`config.mk`:
```
export PLATFORM = sky130hd
export DESIGN_NAME = i2c_master_transaction_engine
export DESIGN_NICKNAME = d
export VERILOG_FILES = /design/src/hdl/i2cm_pkg.sv /design/src/hdl/i2cm_front.sv /design/src/hdl/i2cm_back.sv /design/src/hdl/i2c_master_transaction_engine.sv
export SDC_FILE = /design/constraint.sdc
export NUM_CORES = 1
export LEC_CHECK = 0
export ABC_AREA = 1
export BUFFER_PORTS_ARGS = -buffer_cell sky130_fd_sc_hd__buf_2
export CORE_ASPECT_RATIO = 0.9
export CORE_MARGIN = 2
export CORE_UTILIZATION = 25
export DETAILED_ROUTE_END_ITERATION = 6
export SLEW_MARGIN = 40
export SYNTH_ARGS = -nofsm -noshare
export SYNTH_HDL_FRONTEND = slang
export SYNTH_SLANG_ARGS = --single-unit
```
`constraint.sdc`:
```
create_clock -name clk -period 4.72 [get_ports clk]
set_clock_uncertainty 0.1 [all_clocks]
set_input_delay 0.944 -clock clk [delete_from_list [all_inputs] [get_ports clk]]
set_output_delay 0.944 -clock clk [all_outputs]
set_load 0.02 [all_outputs]
```
`src/hdl/i2cm_pkg.sv`:
```
// Shared types and constants for the I2C master transaction engine.
`default_nettype none
package i2cm_pkg;
	localparam int ADDR_W = 7;
	localparam int HP_W = 16;

	localparam logic [2:0] MODE_NONE = 3'd0;
	localparam logic [2:0] MODE_WRAW = 3'd1;
	localparam logic [2:0] MODE_RRAW = 3'd2;
	localparam logic [2:0] MODE_WREG = 3'd3;
	localparam logic [2:0] MODE_RREG = 3'd4;
	localparam logic [2:0] MODE_PROBE = 3'd5;

	localparam logic CFG_DEV_ADDR = 1'b0;
	localparam logic CFG_HALF_PERIOD = 1'b1;

	localparam int FIFO_DEPTH = 2;

	typedef struct packed {
		logic [2:0] mode;
		logic [7:0] reg_addr;
		logic [7:0] length;
		logic [7:0] write_byte;
		logic       write_valid;
		logic       sda_in;
	} tick_t;

	typedef struct packed {
		logic       scl_level;
		logic       sda_level;
		logic [7:0] read_byte;
		logic       read_valid;
		logic       byte_request;
		logic       busy_res;
		logic       done_res;
		logic       status;
	} result_t;
endpackage
`default_nettype wire

```
`src/hdl/i2cm_front.sv`:
```
// Input stage: accepts tick beats, sanitizes the mode and queues them.
`default_nettype none
module i2cm_front #(
	parameter int DEPTH = i2cm_pkg::FIFO_DEPTH
) (
	input  wire logic             clk,
	input  wire logic             arst_n,
	input  wire logic             in_valid,
	output logic                  in_stall,
	input  wire i2cm_pkg::tick_t  in_tick,
	output logic                  q_valid,
	input  wire logic             q_take,
	output i2cm_pkg::tick_t       q_tick
);
	localparam int PW = (DEPTH > 1) ? $clog2(DEPTH) : 1;
	localparam int CW = $clog2(DEPTH + 1);

	i2cm_pkg::tick_t  slot_q [DEPTH];
	logic [PW-1:0]    wr_q;
	logic [PW-1:0]    rd_q;
	logic [CW-1:0]    cnt_q;
	i2cm_pkg::tick_t  clean;
	logic             push;
	logic             pop;

	always_comb begin
		clean = in_tick;
		if (!(in_tick.mode inside {[i2cm_pkg::MODE_WRAW : i2cm_pkg::MODE_PROBE]}))
			clean.mode = i2cm_pkg::MODE_NONE;
	end

	assign in_stall = (cnt_q == CW'(DEPTH));
	assign push = in_valid && !in_stall;
	assign q_valid = (cnt_q != '0);
	assign pop = q_valid && q_take;
	assign q_tick = slot_q[rd_q];

	always_ff @(posedge clk) begin
		if (push)
			slot_q[wr_q] <= clean;
	end

	always_ff @(posedge clk or negedge arst_n) begin
		if (!arst_n) begin
			wr_q <= '0;
			rd_q <= '0;
			cnt_q <= '0;
		end else begin
			if (push)
				wr_q <= (wr_q == PW'(DEPTH - 1)) ? '0 : wr_q + 1'b1;
			if (pop)
				rd_q <= (rd_q == PW'(DEPTH - 1)) ? '0 : rd_q + 1'b1;
			cnt_q <= cnt_q + CW'(push) - CW'(pop);
		end
	end
endmodule
`default_nettype wire

```
`src/hdl/i2cm_back.sv`:
```
// Bus sequencer: runs one queued tick per beat and registers the result.
`default_nettype none
module i2cm_back (
	input  wire logic                          clk,
	input  wire logic                          arst_n,
	input  wire logic                          q_valid,
	output logic                               q_take,
	input  wire i2cm_pkg::tick_t               q_tick,
	input  wire logic [i2cm_pkg::ADDR_W-1:0]   dev_addr,
	input  wire logic [i2cm_pkg::HP_W-1:0]     half_period,
	output logic                               out_valid,
	input  wire logic                          out_stall,
	output i2cm_pkg::result_t                  out_res
);
	localparam logic [3:0] PH_IDLE = 4'd0;
	localparam logic [3:0] PH_START_A = 4'd1;
	localparam logic [3:0] PH_START_B = 4'd2;
	localparam logic [3:0] PH_TX_LOW = 4'd3;
	localparam logic [3:0] PH_TX_HIGH = 4'd4;
	localparam logic [3:0] PH_ACK_LOW = 4'd5;
	localparam logic [3:0] PH_ACK_HIGH = 4'd6;
	localparam logic [3:0] PH_WAIT = 4'd7;
	localparam logic [3:0] PH_RX_LOW = 4'd8;
	localparam logic [3:0] PH_RX_HIGH = 4'd9;
	localparam logic [3:0] PH_MACK_LOW = 4'd10;
	localparam logic [3:0] PH_MACK_HIGH = 4'd11;
	localparam logic [3:0] PH_RSTART = 4'd12;
	localparam logic [3:0] PH_STOP_A = 4'd13;
	localparam logic [3:0] PH_STOP_B = 4'd14;
	localparam logic [3:0] PH_STOP_C = 4'd15;

	localparam logic [1:0] STG_ADDR_W = 2'd0;
	localparam logic [1:0] STG_REG = 2'd1;
	localparam logic [1:0] STG_ADDR_R = 2'd2;
	localparam logic [1:0] STG_DATA = 2'd3;

	logic [3:0]  phase_q, phase_d;
	logic [2:0]  mode_q, mode_d;
	logic [7:0]  reg_q, reg_d;
	logic [7:0]  left_q, left_d;
	logic [7:0]  shift_q, shift_d;
	logic [3:0]  bits_q, bits_d;
	logic [15:0] tick_q, tick_d;
	logic        nack_q, nack_d;
	logic [1:0]  stage_q, stage_d;
	logic        step;
	logic        last;
	logic [15:0] hp;
	logic [3:0]  bits_inc;
	logic [7:0]  rx_shift;
	i2cm_pkg::result_t res;

	assign q_take = q_valid && !(out_valid && out_stall);
	assign step = q_take;
	assign hp = (half_period == '0) ? 16'd1 : half_period;
	assign last = ({1'b0, tick_q} + 17'd1 >= {1'b0, hp});
	assign bits_inc = bits_q + 4'd1;
	assign rx_shift = {shift_q[6:0], q_tick.sda_in};

	always_comb begin
		phase_d = phase_q;
		mode_d = mode_q;
		reg_d = reg_q;
		left_d = left_q;
		shift_d = shift_q;
		bits_d = bits_q;
		tick_d = tick_q;
		nack_d = nack_q;
		stage_d = stage_q;
		res = '0;
		res.scl_level = 1'b1;
		res.sda_level = 1'b1;
		res.busy_res = (phase_q != PH_IDLE);

		case (phase_q)
			PH_START_B: res.sda_level = 1'b0;
			PH_TX_LOW: begin
				res.scl_level = 1'b0;
				res.sda_level = shift_q[7];
			end
			PH_TX_HIGH: res.sda_level = shift_q[7];
			PH_ACK_LOW, PH_RX_LOW, PH_RSTART: res.scl_level = 1'b0;
			PH_WAIT: begin
				res.scl_level = 1'b0;
				res.byte_request = 1'b1;
			end
			PH_MACK_LOW: begin
				res.scl_level = 1'b0;
				res.sda_level = (left_q == '0);
			end
			PH_MACK_HIGH: res.sda_level = (left_q == '0);
			PH_STOP_A: begin
				res.scl_level = 1'b0;
				res.sda_level = 1'b0;
			end
			PH_STOP_B: res.sda_level = 1'b0;
			default: ;
		endcase

		if (phase_q != PH_IDLE && phase_q != PH_WAIT && !last) begin
			tick_d = tick_q + 16'd1;
		end else begin
			case (phase_q)
				PH_IDLE: begin
					if (q_tick.mode != i2cm_pkg::MODE_NONE) begin
						mode_d = q_tick.mode;
						reg_d = q_tick.reg_addr;
						left_d = q_tick.length;
						if ((q_tick.mode == i2cm_pkg::MODE_RRAW ||
							q_tick.mode == i2cm_pkg::MODE_RREG) && q_tick.length == '0)
							left_d = 8'd1;
						nack_d = 1'b0;
						if (q_tick.mode == i2cm_pkg::MODE_RRAW ||
							q_tick.mode == i2cm_pkg::MODE_PROBE) begin
							stage_d = STG_ADDR_R;
							shift_d = {dev_addr, 1'b1};
						end else begin
							stage_d = STG_ADDR_W;
							shift_d = {dev_addr, 1'b0};
						end
						bits_d = '0;
						phase_d = PH_START_A;
						tick_d = '0;
					end
				end
				PH_START_A: begin
					phase_d = PH_START_B;
					tick_d = '0;
				end
				PH_START_B: begin
					bits_d = '0;
					phase_d = PH_TX_LOW;
					tick_d = '0;
				end
				PH_TX_LOW: begin
					phase_d = PH_TX_HIGH;
					tick_d = '0;
				end
				PH_TX_HIGH: begin
					shift_d = {shift_q[6:0], 1'b0};
					bits_d = bits_inc;
					phase_d = (bits_inc >= 4'd8) ? PH_ACK_LOW : PH_TX_LOW;
					tick_d = '0;
				end
				PH_ACK_LOW: begin
					phase_d = PH_ACK_HIGH;
					tick_d = '0;
				end
				PH_ACK_HIGH: begin
					tick_d = '0;
					if (q_tick.sda_in) begin
						nack_d = 1'b1;
						phase_d = PH_STOP_A;
					end else if (stage_q == STG_ADDR_W &&
						(mode_q == i2cm_pkg::MODE_WREG || mode_q == i2cm_pkg::MODE_RREG)) begin
						stage_d = STG_REG;
						shift_d = reg_q;
						bits_d = '0;
						phase_d = PH_TX_LOW;
					end else if (stage_q == STG_REG && mode_q == i2cm_pkg::MODE_RREG) begin
						stage_d = STG_ADDR_R;
						phase_d = PH_RSTART;
					end else if (stage_q == STG_ADDR_R) begin
						if (mode_q == i2cm_pkg::MODE_PROBE) begin
							phase_d = PH_STOP_A;
						end else begin
							shift_d = '0;
							bits_d = '0;
							phase_d = PH_RX_LOW;
						end
					end else if (left_q == '0) begin
						phase_d = PH_STOP_A;
					end else begin
						stage_d = STG_DATA;
						phase_d = PH_WAIT;
					end
				end
				PH_WAIT: begin
					if (q_tick.write_valid) begin
						left_d = left_q - 8'd1;
						shift_d = q_tick.write_byte;
						bits_d = '0;
						phase_d = PH_TX_LOW;
						tick_d = '0;
					end
				end
				PH_RSTART: begin
					shift_d = {dev_addr, 1'b1};
					bits_d = '0;
					phase_d = PH_START_A;
					tick_d = '0;
				end
				PH_RX_LOW: begin
					phase_d = PH_RX_HIGH;
					tick_d = '0;
				end
				PH_RX_HIGH: begin
					shift_d = rx_shift;
					bits_d = bits_inc;
					tick_d = '0;
					if (bits_inc >= 4'd8) begin
						res.read_valid = 1'b1;
						res.read_byte = rx_shift;
						left_d = left_q - 8'd1;
						phase_d = PH_MACK_LOW;
					end else begin
						phase_d = PH_RX_LOW;
					end
				end
				PH_MACK_LOW: begin
					phase_d = PH_MACK_HIGH;
					tick_d = '0;
				end
				PH_MACK_HIGH: begin
					tick_d = '0;
					if (left_q == '0) begin
						phase_d = PH_STOP_A;
					end else begin
						shift_d = '0;
						bits_d = '0;
						phase_d = PH_RX_LOW;
					end
				end
				PH_STOP_A: begin
					phase_d = PH_STOP_B;
					tick_d = '0;
				end
				PH_STOP_B: begin
					phase_d = PH_STOP_C;
					tick_d = '0;
				end
				PH_STOP_C: begin
					res.done_res = 1'b1;
					res.status = nack_q;
					phase_d = PH_IDLE;
					tick_d = '0;
				end
				default: begin
					phase_d = PH_IDLE;
					tick_d = '0;
				end
			endcase
		end
	end

	always_ff @(posedge clk or negedge arst_n) begin
		if (!arst_n) begin
			phase_q <= PH_IDLE;
			mode_q <= '0;
			reg_q <= '0;
			left_q <= '0;
			shift_q <= '0;
			bits_q <= '0;
			tick_q <= '0;
			nack_q <= 1'b0;
			stage_q <= STG_ADDR_W;
			out_valid <= 1'b0;
		end else begin
			if (step) begin
				phase_q <= phase_d;
				mode_q <= mode_d;
				reg_q <= reg_d;
				left_q <= left_d;
				shift_q <= shift_d;
				bits_q <= bits_d;
				tick_q <= tick_d;
				nack_q <= nack_d;
				stage_q <= stage_d;
				out_valid <= 1'b1;
			end else if (!out_stall) begin
				out_valid <= 1'b0;
			end
		end
	end

	always_ff @(posedge clk) begin
		if (step)
			out_res <= res;
	end
endmodule
`default_nettype wire

```
`src/hdl/i2c_master_transaction_engine.sv`:
```
// Top level of the I2C master transaction engine.
//  channel  | handshake          | payload
//  in       | in_valid/in_stall  | mode reg_addr length write_byte write_valid sda_in
//  out      | out_valid/out_stall| scl_level sda_level read_byte read_valid ... status
//  cfg      | cfg_valid/cfg_ready| cfg_index cfg_data
// One tick beat per clock unless stalled; each result is registered as its tick runs.
// A two-entry queue separates input from the sequencer; the output register holds
// under out_stall while the queue keeps filling.
// Reset clears the sequencer to idle, address 0, half period 1.
`default_nettype none
module i2c_master_transaction_engine #(
	parameter int QDEPTH = i2cm_pkg::FIFO_DEPTH
) (
	input  wire logic       clk,
	input  wire logic       arst_n,
	input  wire logic       in_valid,
	output logic            in_stall,
	input  wire logic [2:0] mode,
	input  wire logic [7:0] reg_addr,
	input  wire logic [7:0] length,
	input  wire logic [7:0] write_byte,
	input  wire logic       write_valid,
	input  wire logic       sda_in,
	output logic            out_valid,
	input  wire logic       out_stall,
	output logic            scl_level,
	output logic            sda_level,
	output logic [7:0]      read_byte,
	output logic            read_valid,
	output logic            byte_request,
	output logic            busy_res,
	output logic            done_res,
	output logic            status,
	input  wire logic       cfg_valid,
	output logic            cfg_ready,
	input  wire logic       cfg_index,
	input  wire logic [15:0] cfg_data
);
	i2cm_pkg::tick_t   in_tick;
	i2cm_pkg::tick_t   q_tick;
	i2cm_pkg::result_t res;
	logic q_valid, q_take;
	logic [i2cm_pkg::ADDR_W-1:0] dev_q;
	logic [i2cm_pkg::HP_W-1:0]   hp_q;

	assign in_tick = '{mode: mode, reg_addr: reg_addr, length: length,
		write_byte: write_byte, write_valid: write_valid, sda_in: sda_in};
	assign cfg_ready = 1'b1;

	always_ff @(posedge clk or negedge arst_n) begin
		if (!arst_n) begin
			dev_q <= '0;
			hp_q <= 16'd1;
		end else if (cfg_valid && cfg_ready) begin
			case (cfg_index)
				i2cm_pkg::CFG_DEV_ADDR: dev_q <= cfg_data[i2cm_pkg::ADDR_W-1:0];
				i2cm_pkg::CFG_HALF_PERIOD: hp_q <= cfg_data;
				default: ;
			endcase
		end
	end

	i2cm_front #(.DEPTH(QDEPTH)) u_front (
		.clk(clk), .arst_n(arst_n), .in_valid(in_valid), .in_stall(in_stall),
		.in_tick(in_tick), .q_valid(q_valid), .q_take(q_take), .q_tick(q_tick)
	);

	i2cm_back u_back (
		.clk(clk), .arst_n(arst_n), .q_valid(q_valid), .q_take(q_take),
		.q_tick(q_tick), .dev_addr(dev_q), .half_period(hp_q),
		.out_valid(out_valid), .out_stall(out_stall), .out_res(res)
	);

	assign scl_level = res.scl_level;
	assign sda_level = res.sda_level;
	assign read_byte = res.read_byte;
	assign read_valid = res.read_valid;
	assign byte_request = res.byte_request;
	assign busy_res = res.busy_res;
	assign done_res = res.done_res;
	assign status = res.status;

`ifndef NO_ASSERTIONS
	a_status_with_done: assert property (@(posedge clk) disable iff (!arst_n)
		out_valid && status |-> done_res) else $error("status without done");
	a_read_scl_high: assert property (@(posedge clk) disable iff (!arst_n)
		out_valid && read_valid |-> scl_level) else $error("read off SCL high");
	a_done_busy: assert property (@(posedge clk) disable iff (!arst_n)
		out_valid && done_res |-> busy_res) else $error("done while idle");
`endif
endmodule
`default_nettype wire

```
After elaboration in Yosys (flattened, before gate mapping)
Memories as Yosys holds them, arrays and structs flattened. Index checks and enable logic that the tools add are counted.

$add $sub $neg: 8. Magnitude comparators: 4. Equality and inequality tests: 39. Multiplexer cells: 64. Bitwise gates (word level): 5. Reduce and logical (&&, ||, !) cells: 48.

Operator list (number): $mux 8 (12); $mux 16 (4); $pmux 4 s16 (1); $mux 4 (15); $pmux 8 s7 (1); $pmux 16 s3 (1); $eq 4x4->1 const B (8); $pmux 4 s6 (1); $pmux 8 s3 (1); $reduce_and 10->1 (2); $mux 2 (9); $add 16x1->17 const B (1); $ge 17x16->1 (1); $add 16x1->16 const B (1); $eq 4x3->1 const B (4); $logic_not 16->1 (1); $logic_not 8->1 (2); $reduce_or 14->1 (1); $eq 3x3->1 const B (4); $mux 1 (12); $mux 3 (4); $reduce_or 2->1 (6); $logic_and 1x1->1 (10); $ne 3x2->1 const B (3); 40 further kinds (63).

Bits in registers: 97. Memory bits (writable): 58. Input bits: 51. Word-level logic and storage cells: 192. Memories: 1.

Memory list: u_front.slot_q (words 2, width 29, read ports 1, clocked after memory_dff 0, write ports 1, line i2cm_front.sv:18) `i2cm_pkg::tick_t slot_q [DEPTH];`.

Depth between registers and ports, before layout
Depth after elaboration: 7. Gate-level depth with buffers: 22.

By module
From an unflattened synthesis, not the netlist that was laid out.

Cells, all modules: 883. Area, all modules: 7957.6 um^2.

By module, submodules not included: i2cm_back (times used 1, cells an instance 591, area each 4644.5 um^2); i2cm_front (times used 1, cells an instance 189, area each 2351.0 um^2); i2c_master_transaction_engine (times used 1, cells an instance 103, area each 962.2 um^2).

Least setup slack after synthesis
Ideal clock, no wire load.

Path type: register to register. Start point: register u_back.tick_q[0]. End point: register u_back.out_res[5] in the netlist's numbering, data pin. Library setup time: 260 ps. Arrival time: 2661 ps. Path slack: 1699 ps. Stages on the path, launching flop included: 22. Buffers on the path: 1. Path through: dfrtp_1 ha_1 nand3_1 nor2_1 nand2_1 nor2_2 inv_1 nor3_1 nand2_1 xnor2_1 ha_1 nand2_1 inv_1 nand4_1 nor2_1 nand3_1 nand2_1 nor3_4 nand2_4 buf_6 nand2_2 nor2_1.

Cells in the longest elaborated chain, start to end: 5.

RTL lines: start, declared (line i2cm_back.sv:43) `logic [15:0] tick_q, tick_d;`; start signal, assigned (line i2cm_back.sv:266) `tick_q <= tick_d;`; $add 16x1->17 (line i2cm_back.sv:56) `assign last = ({1'b0, tick_q} + 17'd1 >= {1'b0, hp});`; $ge 17x16->1 (line i2cm_back.sv:56); $logic_not 1->1 (line i2cm_back.sv:100) `if (phase_q != PH_IDLE && phase_q != PH_WAIT && !last) begin`; $logic_and 1x1->1 (line i2cm_back.sv:100); $reduce_or 3->1 (no line); end signal, assigned (line i2cm_back.sv:278) `out_res <= res;`; end, declared (line i2cm_back.sv:13) `output i2cm_pkg::result_t out_res`.

No other way between the ends. A chain may end at the register's enable or synchronous reset.

Final worst setup path
Same ends and word-level chain as after synthesis.

==> results.sh <==
export IMPL_totalWireLength_um=17550
export IMPL_synth_edf_count=73
export IMPL_reg2reg_depth=20
export IMPL_routed_top_layer="met4"
export IMPL_rrSetupSlack_ns=1.17
export IMPL_synth_area_leaders="edfxtp_1 28%, dfrtp_1 26%, nand2_1 11%, nor2_1 4.6%, inv_1 4.1%"
export IMPL_grt_pass1_wl_um=29350
export IMPL_dr_total_vias=5666
export IMPL_cts_setup_buffers=0
export IMPL_fin_setup_tns_ns=0
export IMPL_cp_max_fo=41
export IMPL_drive_gt1_share_pct=16.31
export IMPL_port_buffers=67
export IMPL_dieArea_sq_um=32230
export IMPL_yosys_register_bits=155
export IMPL_ys_seq_area_share_pct=55.12
export IMPL_root_buffer="clkbuf_16"
export IMPL_synthCells=843
export IMPL_synth_area_per_cell_sq_um=9.137
export IMPL_finalCriticalPeriod_ns=3.546
export IMPL_route_met3_wl_um=570
export IMPL_wl_met1_um=8670
export IMPL_cts_max_path_buffers=2
export IMPL_maxCapViolations=0
export IMPL_critPathLaunch="u_back.tick_q[0]"
export IMPL_dp_hpwl_um=12950
export IMPL_mappedNetlistArea_sq_um=7702
export IMPL_grt_antenna_before_repair=0
export IMPL_post_route_period_util_pct=75.12
export IMPL_pre_cts_ws_ns=1.184
export IMPL_gp_congestion=0.8704
export IMPL_netlist_area_leader_share_pct=28.46
export IMPL_grt_max_degree=58
export IMPL_fp_dieW_um=189.0
export IMPL_synth_top_area_cell="edfxtp_1"
export IMPL_n_antenna_cell=0
export IMPL_dr_pass1_iters=5
export IMPL_worstMarginPinSlew_ns=0.7082
export IMPL_clkSlewWorstSetupHoldPaths_ns=0.07
export IMPL_end_kind="flop"
export IMPL_hold_viol=0
export IMPL_multi_input_area_sq_um=2980
export IMPL_r2r_end="u_back.out_res[5]"
export IMPL_p_leak_nw=4.134
export IMPL_area_growth_pct=18.24
export IMPL_grt_overflow_total=0
export IMPL_yosysMostFrequentCell="nand2_1"
export IMPL_reg2reg_from="u_back.tick_q[0]"
export IMPL_ctsHoldBuffers=0
export IMPL_avgViaCountPerCell=4.263
export IMPL_drcViolationCount=0
export IMPL_powerDensity_nw_per_um2=598.2
export IMPL_numCtsBuffers=17
export IMPL_ir_drop_mv=0.3061
export IMPL_synth_distinct_cells=50
export IMPL_core_sq_um=30100
export IMPL_synth_nets=915
export IMPL_die_h_um=170.5
export IMPL_synthArstFlopShare_pct=52.90
export IMPL_power_mw=5.448
export IMPL_start_util_pct=25.59
export IMPL_nNetsFinal=985
export IMPL_cts_tree="built"
export IMPL_setup_ws_ns=1.174
export IMPL_relSlewSlack_pct=52.47
export IMPL_critPathArrivalTime_ns=3.62
export IMPL_layout_area_seq_sq_um=4245
export IMPL_cp_endpoint="u_back.out_res[5]"
export IMPL_cts_resized=0
export IMPL_ios=69
export IMPL_clock_latency_ns=0.43
export IMPL_hold_class="reg2reg"
export IMPL_rsz0062_at_grt="false"
export IMPL_max_clock_freq_mhz=282.0
export IMPL_ys_top_cells_by_count="229 x nand2_1, 95 x nor2_1, 85 x inv_1, 81 x dfrtp_1, 73 x edfxtp_1"
export IMPL_wl_per_cell_um=13.21
export IMPL_final_antenna_net_count=0
export IMPL_setup_viol=0
export IMPL_slew_violations=0
export IMPL_status="finished clean"
export IMPL_drt_iter0_markers=384
export IMPL_n_fill_cell=3137
export IMPL_row_count=60
export IMPL_startpoint_type="flop"
export IMPL_track_usage_pct=11.57
export IMPL_cp_required_ns=4.79
export IMPL_grt_pass1_vias=5697
export IMPL_crit_type="reg2reg"
export IMPL_htree_num_levels=4
export IMPL_clock_sinks=155
export IMPL_wl_met2_um=7935
export IMPL_ys_flop_type="dfrtp_1"
export IMPL_ys_warn_count=0
## metrics by stage
step | hold WS, ns | cell area (sq um) | utilization, % | cells
after floorplan | 0.3417 | 7702 | - | 843
after global placement | 0.3531 | 8472 | 28.14 | 1296
after detailed placement | 0.3583 | 8499 | 28.23 | 1297
after CTS | 0.3738 | 9099 | 30.22 | 1329
after global routing | 0.3940 | 9107 | 30.25 | 1329
final | 0.3703 | 9107 | 30.25 | 1329
## routing by layer
metal  up-vias  GRT usage [%]
li1       2930              -
met4         0          4.823
met1      2605          15.46
met2       105          18.41
met3        26          2.236
met5         -              0
## layout by cell type, fill, tap and decap left out, types with 11 or more instances in the layout
cell	instances
clkbuf_16	17
inv_1	85
xor2_1	14
a21oi_1	28
ha_1	21
edfxtp_1	73
nand2_1	228
inv_2	11
nand3_1	20
o21ai_0	31
dfrtp_1	81
nor2_1	92
buf_2	66
nand4_1	28
## worst min-delay path by stage
stage,endpoint,startpoint,cells past startpoint,slack [ns]
2_1_floorplan,u_back.nack_q,u_back.nack_q,2,0.34
3_3_place_gp,u_back.shift_q[4],u_back.shift_q[4],2,0.35
3_5_place_dp,u_back.shift_q[1],u_back.shift_q[1],2,0.36
4_1_cts,u_back.shift_q[1],u_back.shift_q[1],2,0.37
5_1_grt,u_back.shift_q[6],u_back.shift_q[6],2,0.39
6_report,u_back.shift_q[1],u_back.shift_q[1],2,0.37
## registers in the layout, summed over array words and instances (netlist names)
| signal | flops |
|---|---|
| u_front.slot_q | 58 |
| hp_q | 16 |
| u_back.tick_q | 16 |
| u_back.out_res | 15 |
| u_back.left_q | 8 |
| u_back.reg_q | 8 |
| u_back.shift_q | 8 |
| dev_q | 7 |
| u_back.bits_q | 4 |
| u_back.phase_q | 4 |
| u_back.mode_q | 3 |
| u_back.stage_q | 2 |
| u_front.cnt_q | 2 |
| u_back.nack_q | 1 |
| u_back.out_valid | 1 |
| u_front.rd_q | 1 |
| u_front.wr_q | 1 |
## critical path, stage by stage, from the launching register on
cell and delay [ns]:
dfrtp_1 0.39, ha_1 0.20, nand3_1 0.12, nor2_1 0.11, nand2_1 0.10, nor2_2 0.14, inv_1 0.07, nor3_1 0.24
nand2_1 0.11, xnor2_1 0.23, ha_1 0.29, nand2_1 0.07, inv_1 0.05, nand4_1 0.08, nor2_1 0.04, nand3_1 0.06
nand2_1 0.08, nor3_4 0.15, nand2_4 0.31, nand2_2 0.27, nor2_1 0.07
## cell type report
class,instances,share of cell area [%]
Sequential cell,155,46.61
Inverter,98,4.080
Clock inverter,14,1.868
Clock buffer,18,4.712
Multi-Input combinational cell,568,32.72
Timing Repair Buffer,73,4.465
Tap cell,403,5.536
## power by group
group	switching (mW)	internal, mW
Clock	0.565	0.834
Sequential	0.236	1.83
Combinational	1.38	0.603
Total	2.18	3.27
## cells by family (layout without fill, tap and decap cells)
kind of cell / count (synthesis) / count (layout) / share of synthesized area (%)
simple gates: 416 / 416 / 24.01
flops: 155 / 155 / 55.12
buf+inv: 120 / 203 / 6.384
compound gates: 102 / 102 / 7.765
xor+xnor: 23 / 23 / 2.615
fa+ha+maj: 21 / 21 / 3.411
mux: 5 / 5 / 0.6498
other cells: 1 / 1 / 0.04869
No activity file was read; power rests on OpenSTA's default activity.
